[config.mk]
export PLATFORM = sky130hd
export DESIGN_NAME = sha1_byte_stream_hash
export DESIGN_NICKNAME = d
export VERILOG_FILES = /design/src/rtl/core/sha1bs_pkg.sv /design/src/rtl/core/sha1_byte_stream_hash.sv
export SDC_FILE = /design/constraint.sdc
export NUM_CORES = 2
export LEC_CHECK = 0
export BUFFER_PORTS_ARGS = -buffer_cell sky130_fd_sc_hd__buf_2
export CORE_AREA = 2 2 305 307
export CTS_BUF_LIST = sky130_fd_sc_hd__clkbuf_16
export DETAILED_ROUTE_END_ITERATION = 7
export DIE_AREA = 0 0 307 309
export PLACE_DENSITY = 0.77
export SYNTH_ARGS = -nofsm -noshare
export SYNTH_HDL_FRONTEND = slang
export SYNTH_SLANG_ARGS = --single-unit
[constraint.sdc]
create_clock -name clk -period 33 [get_ports clk]
set_input_delay 6.6 -clock clk [delete_from_list [all_inputs] [get_ports clk]]
set_output_delay 6.6 -clock clk [all_outputs]
set_load 0.005 [all_outputs]
[src/rtl/core/sha1bs_pkg.sv]
// Package for the SHA-1 byte stream hash: states and hash constants.
package sha1bs_pkg;

  typedef enum logic [2:0] {
    ST_IDLE,
    ST_ROUND,
    ST_FINAL,
    ST_PAD,
    ST_EMIT
  } state_t;

  localparam int unsigned NUM_WORDS  = 5;
  localparam int unsigned NUM_ROUNDS = 80;

  localparam logic [31:0] H0 = 32'h67452301;
  localparam logic [31:0] H1 = 32'hEFCDAB89;
  localparam logic [31:0] H2 = 32'h98BADCFE;
  localparam logic [31:0] H3 = 32'h10325476;
  localparam logic [31:0] H4 = 32'hC3D2E1F0;

  localparam logic [31:0] K0 = 32'h5A827999;
  localparam logic [31:0] K1 = 32'h6ED9EBA1;
  localparam logic [31:0] K2 = 32'h8F1BBCDC;
  localparam logic [31:0] K3 = 32'hCA62C1D6;

  localparam logic [7:0] PAD_MARK = 8'h80;

endpackage

[src/rtl/core/sha1_byte_stream_hash.sv]
// SHA-1 hash engine taking a message one byte per transaction.
// Usage and timing: a data byte is taken on each handshake while idle. The
// 64th byte of each block starts the compression, one round per cycle on a
// single round unit, then the chaining add; in_ready is low meanwhile.
// Unless the message is too long, the end-of-message transaction inserts 9
// to 72 padding and length bytes at one byte per cycle, pausing while a
// full block is compressed (one or two more blocks), and finally presents the
// five digest words, one per out_ready cycle. A message whose bit count
// passes 2^64 - 1 returns five zero words with too_long set. After the fifth
// word the engine is back in its reset state, ready for the next message.
module sha1_byte_stream_hash (
  input  logic        clk,
  input  logic        rst,
  input  logic        in_valid,
  output logic        in_ready,
  input  logic [7:0]  msg_byte,
  input  logic        byte_present,
  input  logic        msg_end,
  output logic        out_valid,
  input  logic        out_ready,
  output logic [31:0] digest_word,
  output logic        word_last,
  output logic        too_long
);
  import sha1bs_pkg::*;

  state_t state, state_next;

  logic [511:0] blk;
  logic [31:0]  chain [NUM_WORDS];
  logic [31:0]  a, b, c, d, e;
  logic [6:0]   rnd;
  logic [5:0]   fill;
  logic [63:0]  bit_length;
  logic         ovf;
  logic         finishing;
  logic         marked;
  logic         len_phase;
  logic [2:0]   widx;

  logic         in_acc;
  logic         push_idle;
  logic         push_en;
  logic [7:0]   push_val;
  logic         block_full;
  logic         len_sel;
  logic [63:0]  len_shift;
  logic         wrap;
  logic         ovf_next;
  logic         clear;

  logic [31:0]  w_cur;
  logic [31:0]  w_mix;
  logic [31:0]  w_new;
  logic [31:0]  f_val;
  logic [31:0]  k_val;
  logic [31:0]  t_val;

  assign in_acc    = in_valid && in_ready;
  assign push_idle = in_acc && byte_present && !ovf;
  assign wrap      = &bit_length[63:3];
  assign ovf_next  = ovf || (push_idle && wrap);

  assign len_sel   = marked && (len_phase || (fill == 6'd56));
  assign len_shift = bit_length >> {~fill[2:0], 3'b000};

  always_comb begin
    push_en  = 1'b0;
    push_val = msg_byte;
    if (state == ST_IDLE) begin
      push_en = push_idle;
    end else if (state == ST_PAD) begin
      push_en = 1'b1;
      if (!marked) begin
        push_val = PAD_MARK;
      end else if (len_sel) begin
        push_val = len_shift[7:0];
      end else begin
        push_val = 8'h00;
      end
    end
  end

  assign block_full = push_en && (fill == 6'd63);

  // round unit
  assign w_cur = blk[511:480];
  assign w_mix = blk[95:64] ^ blk[255:224] ^ blk[447:416] ^ blk[511:480];
  assign w_new = {w_mix[30:0], w_mix[31]};

  always_comb begin
    if (rnd < 7'd20) begin
      f_val = (b & c) | (~b & d);
      k_val = K0;
    end else if (rnd < 7'd40) begin
      f_val = b ^ c ^ d;
      k_val = K1;
    end else if (rnd < 7'd60) begin
      f_val = (b & c) | (b & d) | (c & d);
      k_val = K2;
    end else begin
      f_val = b ^ c ^ d;
      k_val = K3;
    end
  end

  assign t_val = {a[26:0], a[31:27]} + f_val + e + w_cur + k_val;

  // control
  always_comb begin
    state_next = state;
    in_ready   = 1'b0;
    out_valid  = 1'b0;
    case (state)
      ST_IDLE: begin
        in_ready = 1'b1;
        if (in_acc) begin
          if (block_full) begin
            state_next = ST_ROUND;
          end else if (msg_end) begin
            state_next = ovf_next ? ST_EMIT : ST_PAD;
          end
        end
      end
      ST_ROUND: begin
        if (rnd == 7'(NUM_ROUNDS - 1)) begin
          state_next = ST_FINAL;
        end
      end
      ST_FINAL: begin
        if (!finishing) begin
          state_next = ST_IDLE;
        end else if (ovf || len_phase) begin
          state_next = ST_EMIT;
        end else begin
          state_next = ST_PAD;
        end
      end
      ST_PAD: begin
        if (block_full) begin
          state_next = ST_ROUND;
        end
      end
      ST_EMIT: begin
        out_valid = 1'b1;
        if (out_ready && (widx == 3'(NUM_WORDS - 1))) begin
          state_next = ST_IDLE;
        end
      end
      default: begin
        state_next = ST_IDLE;
      end
    endcase
  end

  assign clear = (state == ST_EMIT) && out_ready && (widx == 3'(NUM_WORDS - 1));

  always_ff @(posedge clk) begin
    if (rst || clear) begin
      state      <= ST_IDLE;
      chain[0]   <= H0;
      chain[1]   <= H1;
      chain[2]   <= H2;
      chain[3]   <= H3;
      chain[4]   <= H4;
      rnd        <= '0;
      fill       <= '0;
      bit_length <= '0;
      ovf        <= 1'b0;
      finishing  <= 1'b0;
      marked     <= 1'b0;
      len_phase  <= 1'b0;
      widx       <= '0;
    end else begin
      state <= state_next;
      if (push_en) begin
        fill <= fill + 6'd1;
      end
      if (state == ST_IDLE && in_acc) begin
        finishing <= msg_end;
        ovf       <= ovf_next;
        if (push_idle) begin
          bit_length <= bit_length + 64'd8;
        end
      end
      if (state == ST_PAD) begin
        marked <= 1'b1;
        if (len_sel) begin
          len_phase <= 1'b1;
        end
      end
      if (block_full) begin
        rnd <= '0;
      end else if (state == ST_ROUND) begin
        rnd <= rnd + 7'd1;
      end
      if (state == ST_FINAL) begin
        chain[0] <= chain[0] + a;
        chain[1] <= chain[1] + b;
        chain[2] <= chain[2] + c;
        chain[3] <= chain[3] + d;
        chain[4] <= chain[4] + e;
      end
      if (state == ST_EMIT && out_ready) begin
        widx <= widx + 3'd1;
      end
    end
  end

  always_ff @(posedge clk) begin
    if (push_en) begin
      blk <= {blk[503:0], push_val};
    end else if (state == ST_ROUND) begin
      blk <= {blk[479:0], w_new};
    end
    if (block_full) begin
      a <= chain[0];
      b <= chain[1];
      c <= chain[2];
      d <= chain[3];
      e <= chain[4];
    end else if (state == ST_ROUND) begin
      a <= t_val;
      b <= a;
      c <= {b[1:0], b[31:2]};
      d <= c;
      e <= d;
    end
  end

  assign digest_word = ovf ? 32'd0 : chain[widx];
  assign word_last   = (widx == 3'(NUM_WORDS - 1));
  assign too_long    = ovf;

  a_ready_excl: assert property (@(posedge clk) disable iff (rst)
    !(in_ready && out_valid))
    else $error("input and output sides active together");

  a_round_range: assert property (@(posedge clk) disable iff (rst)
    (state == ST_ROUND) |-> (rnd < 7'(NUM_ROUNDS)))
    else $error("round counter out of range");

  a_emit_aligned: assert property (@(posedge clk) disable iff (rst)
    (state == ST_EMIT && !ovf) |-> (fill == 6'd0 && len_phase))
    else $error("digest presented before padding completed");

  a_clean_restart: assert property (@(posedge clk) disable iff (rst)
    (out_valid && out_ready && word_last) |=>
      (state == ST_IDLE && fill == 6'd0 && bit_length == 64'd0 && !ovf))
    else $error("state not cleared after digest");

endmodule
== Word level (Yosys, flattened, before mapping) ==
Memories as Yosys holds them, arrays and structs flattened. A register that Yosys moved wholly into a read port is not among the register bits.
Index checks and enable logic that the tools add are counted.
Operators by class
  add/subtract/negate cells: 13
  magnitude comparators: 3
  equal/unequal tests: 13
  shift-type cells: 1
  mux-type cells: 49
  bitwise logic cells: 19
  reduce and logical (&&, ||, !) cells: 23
Operator list (number)
  $mux 512: 2
  $mux 32: 21
  $add 32x32->32: 9
  $xor 32x32->32: 5
  $and 32x32->32: 4
  $or 32x32->32: 3
  $add 64x4->64 const B: 1
  $shr 64x6->8: 1
  $reduce_and 61->1: 1
  $mux 3: 11
  $mux 8: 4
  $not 32->32: 1
  $mux 31: 1
  $pmux 3 s5: 1
  $lt 7x6->1 const B: 2
  $eq 6x6->1 const B: 2
  $logic_and 1x1->1: 10
  $mux 1: 9
  $ne 2x2->1 const B: 4
  $add 7x1->7 const B: 1
  $eq 7x7->1 const B: 1
  $lt 7x5->1 const B: 1
  $add 6x1->6 const B: 1
  $eq 3x2->1 const B: 2
  13 further kinds: 23
Storage, ports and cells
  register bits: 759
  bits in writable memories: 160
  input port bits: 14
  output and inout bits: 36
  logic and storage cells: 137
  memories: 1
Memories
  chain: depth 5, width 32, read ports 6, clocked after Yosys merged registers in 1, wr ports 5, RTL line sha1_byte_stream_hash.sv:30  | logic [31:0] chain [NUM_WORDS];

== Longest topological paths before layout ==
  word-level depth: 12
  gate-level depth with buffers: 24
  gate-level depth less buffers: 22

== Worst setup path before layout ==
Ideal clock, no wire load.
  kind: input to register
  start point: in byte_present
  end point: reg blk[0] (enable)
  setup time: 1559 ps
  data arrival time: 31475 ps
  data required time: 31441 ps
  path slack: -34 ps
  stages: 3
  buffers on the path: 0
  cells stage by stage: and3b_1 > nand2_1 > a21oi_1
On the way
  word-level cells in the longest chain between the ends: 4
Ends and longest elaborated chain
  from (decl): RTL line sha1_byte_stream_hash.sv:17  | input logic byte_present,
  $logic_and 1x1->1 (2 in series): RTL line sha1_byte_stream_hash.sv:60  | assign push_idle = in_acc && byte_present && !ovf;
  $mux 1: RTL line sha1_byte_stream_hash.sv:70  | if (state == ST_IDLE) begin
  $reduce_bool 2->1 (no source line)
  to (signal assigned): RTL line sha1_byte_stream_hash.sv:212  | blk <= {blk[503:0], push_val};
  to (signal assigned): RTL line sha1_byte_stream_hash.sv:214  | blk <= {blk[479:0], w_new};
  to (decl): RTL line sha1_byte_stream_hash.sv:29  | logic [511:0] blk;
Every way passes these cells.
A chain may end at the register's enable or synchronous reset.

== Worst setup path in the final report ==
  start point: in in_valid
  end point: reg blk[297] (enable)
On the way
  word-level cells in the longest chain between the ends: 5
Ends and longest elaborated chain
  from (decl): RTL line sha1_byte_stream_hash.sv:14  | input logic in_valid,
  $logic_and 1x1->1: RTL line sha1_byte_stream_hash.sv:59  | assign in_acc = in_valid && in_ready;
  $logic_and 1x1->1 (2 in series): RTL line sha1_byte_stream_hash.sv:60
  $mux 1: RTL line sha1_byte_stream_hash.sv:70
  $reduce_bool 2->1 (no source line)
Every way passes these cells.

==> metrics.md <==
| Metric | Value |
|---|---|
| Asr flop ratio synth | 0% |
| Fin util | 63.1% |
| Die Wd | between 300 and 400 um |
| Critical-path top delay cell | buf_4 |
| # H-tree levels | 3 |
| Cells after synthesis | 4,451 |
| PnR worst setup slack | about 22,000 ps |
| Post-synthesis mux area share | 13.8% |
| Core Region | ~90,000 sq um |
| Post-synth EDFFs | roughly 830 |
| Max Slew Vio Count | 0 |
| Setup Viol. Count Final | 0 |
| Post-CTS Resized | 0 |
| DRT iter0 DRCs | between 4,000 and 5,000 |
| Setup crit end kind | register |
| CP most frequent cell | buf_4 |
| CP Launch Type | primary input |
| CTS Hold Bufs | 0 |
| Critical Path Source | in_valid |
| Post-CTS Setup Inserts | 0 |
| Buffers and inverters on the worst path | 5 |
| Cell Chain, Critical Path | buf_2, and3b_1, nand2_1, a21oi_4, buf_12, buf_4, buf_4, buf_4 |
| Worst r2r path cells | 22 |
| Worst path depth | 8 |
| Crit path time final | roughly 11,000 ps |
| Reg2reg end | a[27] |
| Wire per inst | around 22 um |
| CTS tree | built |
| Simple-Gate Fraction of Synth Area | between 10% and 20% |
| Initial Util | 57.9% |
| Worst setup skew after layout | 68.6 ps |
| Placer Congestion | just over 0.9 |
| RSZ-0062 raised after global routing | false |
| #FFs+latches synth | 919 |
| Fmax | 94.1 MHz |
| Top delay family on crit path | buffers and inverters |
| Setup WS pre-CTS | 21,690 ps |
| Max clock buf depth | 3 |
| Critical Path Fanout Max | 224 |
| Fin Setup TNS | 0 ps |
| CTS Buf Count | 99 |
| WP data required | roughly 33,000 ps |
| Filler instances | just under 7,000 |
| First-pass GRT wire length | 195,000 um |
| Height of the chip | approximately 300 um |
| Mean Syn Cell Area | 11.9 sq um |
| Yosys synthesis warning count | 0 |
| Drt drc | 0 |
| Most common cell after layout, fill and taps aside | edfxtp_1 |
| Critical path arrival | approximately 11,000 ps |
| Clock latency on the worst-skew pair | between 700 and 800 ps |
| Overall routing resource usage | around a quarter |
| Clock root buffer | clkbuf_16 |
| Crit path to | blk[297] |
| Multi-input gate area | about 25,000 sq um |
| GR Overflow Total | 0 |
| TritonRoute pass-1 iters | 6 |
| Hold Vio Cnt, Final | 0 |
| Largest net degree at the start of global routing | around 230 |
| Commonest non-fill, non-tap cells in the layout | 832 x edfxtp_1, 568 x nand2_1, 484 x mux2_2 |
| Seq. cell area | around 27,000 sq um |
| XOR/XNOR Fraction of Synth Area | slightly below 5% |
| Max-Cap Viols | 0 |
| WS Path Type | primary input to register |
| Detail Route Antenna Nets | 0 |
| Post-Syn Area | approximately 53,000 sq um |
| Via density | slightly above 6 |
| Distinct cells, synth | 76 |
| Final #Nets | about 4,800 |
| DR vias | around 35,000 |
| Clk slew on worst S/H paths | ~60 ps |
| Worst Max-Slew Pin Slew | approximately 1200 ps |
| Hold Path Class | register to register |
| Number of port buffers | about 50 |
| Top FF cell, synth | edfxtp_1 |
| Status | complete, no violations |
| Ports | 50 |
| Max-slew headroom | about a fifth |
| Die ar. | between 90,000 and 100,000 sq um |
| DP HPWL | ~87,000 um |
| Fin crit share | roughly a third |
| Post-synthesis sequential area ratio | 50.6% |
| Synth Area in Compound Gates | between 8 and 9% |
| Reg2Reg Setup Slack | about 26,000 ps |
| CP max stage delay | about 900 ps |
| RR Startpoint | rnd[3] |
| Vias in the first global route | 34,000 |
| Post-synthesis adder-cell area fraction | around a tenth |
| Share of cells above drive strength 1 | between 10% and 20% |
| Area delta synth->final | 9.09% |
| FP Rows | approximately 110 |
| Total Wirelength | roughly 130,000 um |
| Clock Sinks | around 900 |
| Post-Syn Nets | between 4,000 and 5,000 |
| Initial antenna violation count | 5 |
| Main combinational cell family by area after synthesis | multiplexers |
## how the worst min path moves through the flow
stage,start,end,slack [ps],cells after the start
finish,len_phase,len_phase,470,2
global route,len_phase,len_phase,500,2
CTS,len_phase,len_phase,470,2
detailed placement,len_phase,len_phase,460,2
global placement,len_phase,len_phase,460,2
floorplan,len_phase,len_phase,440,2
## layer usage
metal,track usage [%],wire length (um),share of wire (%),vias up
li1,-,-,-,16200
met1,37.6,52900,42,17200
met2,41.6,57700,46,1398
met3,5.47,11200,8.9,237
met4,8.34,3920,3.1,6
met5,0,32,0.025,-
## registers in the layout, indices dropped and copies added, names as in the netlist, named ones only
signal,cells
finishing,1
too_long,1
c,32
fill,6
bit_length,61
a,32
rnd,7
widx,3
state,3
marked,1
len_phase,1
d,32
chain,160
b,32
e,32
blk,512
## synthesized netlist by cell type, drive strengths merged, types with 35 or more instances
| library cell | instances | area (sq um) |
|---|---|---|
| a21o | 78 | 586 |
| a21oi | 175 | 876 |
| and3 | 37 | 231 |
| clkbuf | 142 | 533 |
| dfxtp | 87 | 1740 |
| edfxtp | 832 | 25000 |
| fa | 125 | 2500 |
| ha | 199 | 2490 |
| inv | 254 | 953 |
| mux2 | 484 | 5450 |
| mux2i | 83 | 831 |
| mux4 | 45 | 1010 |
| nand2 | 569 | 2140 |
| nand2b | 35 | 219 |
| nand3 | 57 | 285 |
| nor2 | 302 | 1130 |
| nor3 | 48 | 252 |
| o21a | 37 | 278 |
| o21ai | 177 | 886 |
| xnor2 | 183 | 1600 |
| xor2 | 109 | 955 |
## worst min-delay path, stage by stage, from the launching register on
cell and delay [ps]:
dfxtp_1 330, inv_1 50, a21oi_1 50
## cells by family (layout without fill, tap and decap cells)
| logic type | Yosys count | in the layout |
|---|---|---|
| and+or+nand+nor | 1207 | 1207 |
| DFF | 919 | 919 |
| AOI/OAI and AO/OA | 674 | 674 |
| muxes | 612 | 612 |
| buffers and inverters | 423 | 530 |
| adders and majority gates | 324 | 324 |
| xor gates and xnor gates | 292 | 292 |
| other | 0 | 3 |
## stage by stage
stage | cells | hold slack (ps) | instance area [sq um]
floorplan | 4451 | 439 | 52900
global placement | 5559 | 456 | 54300
detailed placement | 5559 | 459 | 54300
CTS | 5744 | 470 | 57700
global route | 5744 | 497 | 57700
finish | 5747 | 473 | 57700
## layout make-up
type | count | share of cell area (%)
sequential | 919 | 46.3
clock buffer | 99 | 4.30
inverter | 256 | 1.67
antenna | 3 | 0.0130
clock inverter | 86 | 1.47
tap | 1186 | 2.57
multi-input combinational | 3109 | 42.6
timing repair buffer | 89 | 1.01
Power is not shown: default switching activity piles up to over one toggle a cycle in this logic, so the estimate is an artifact.
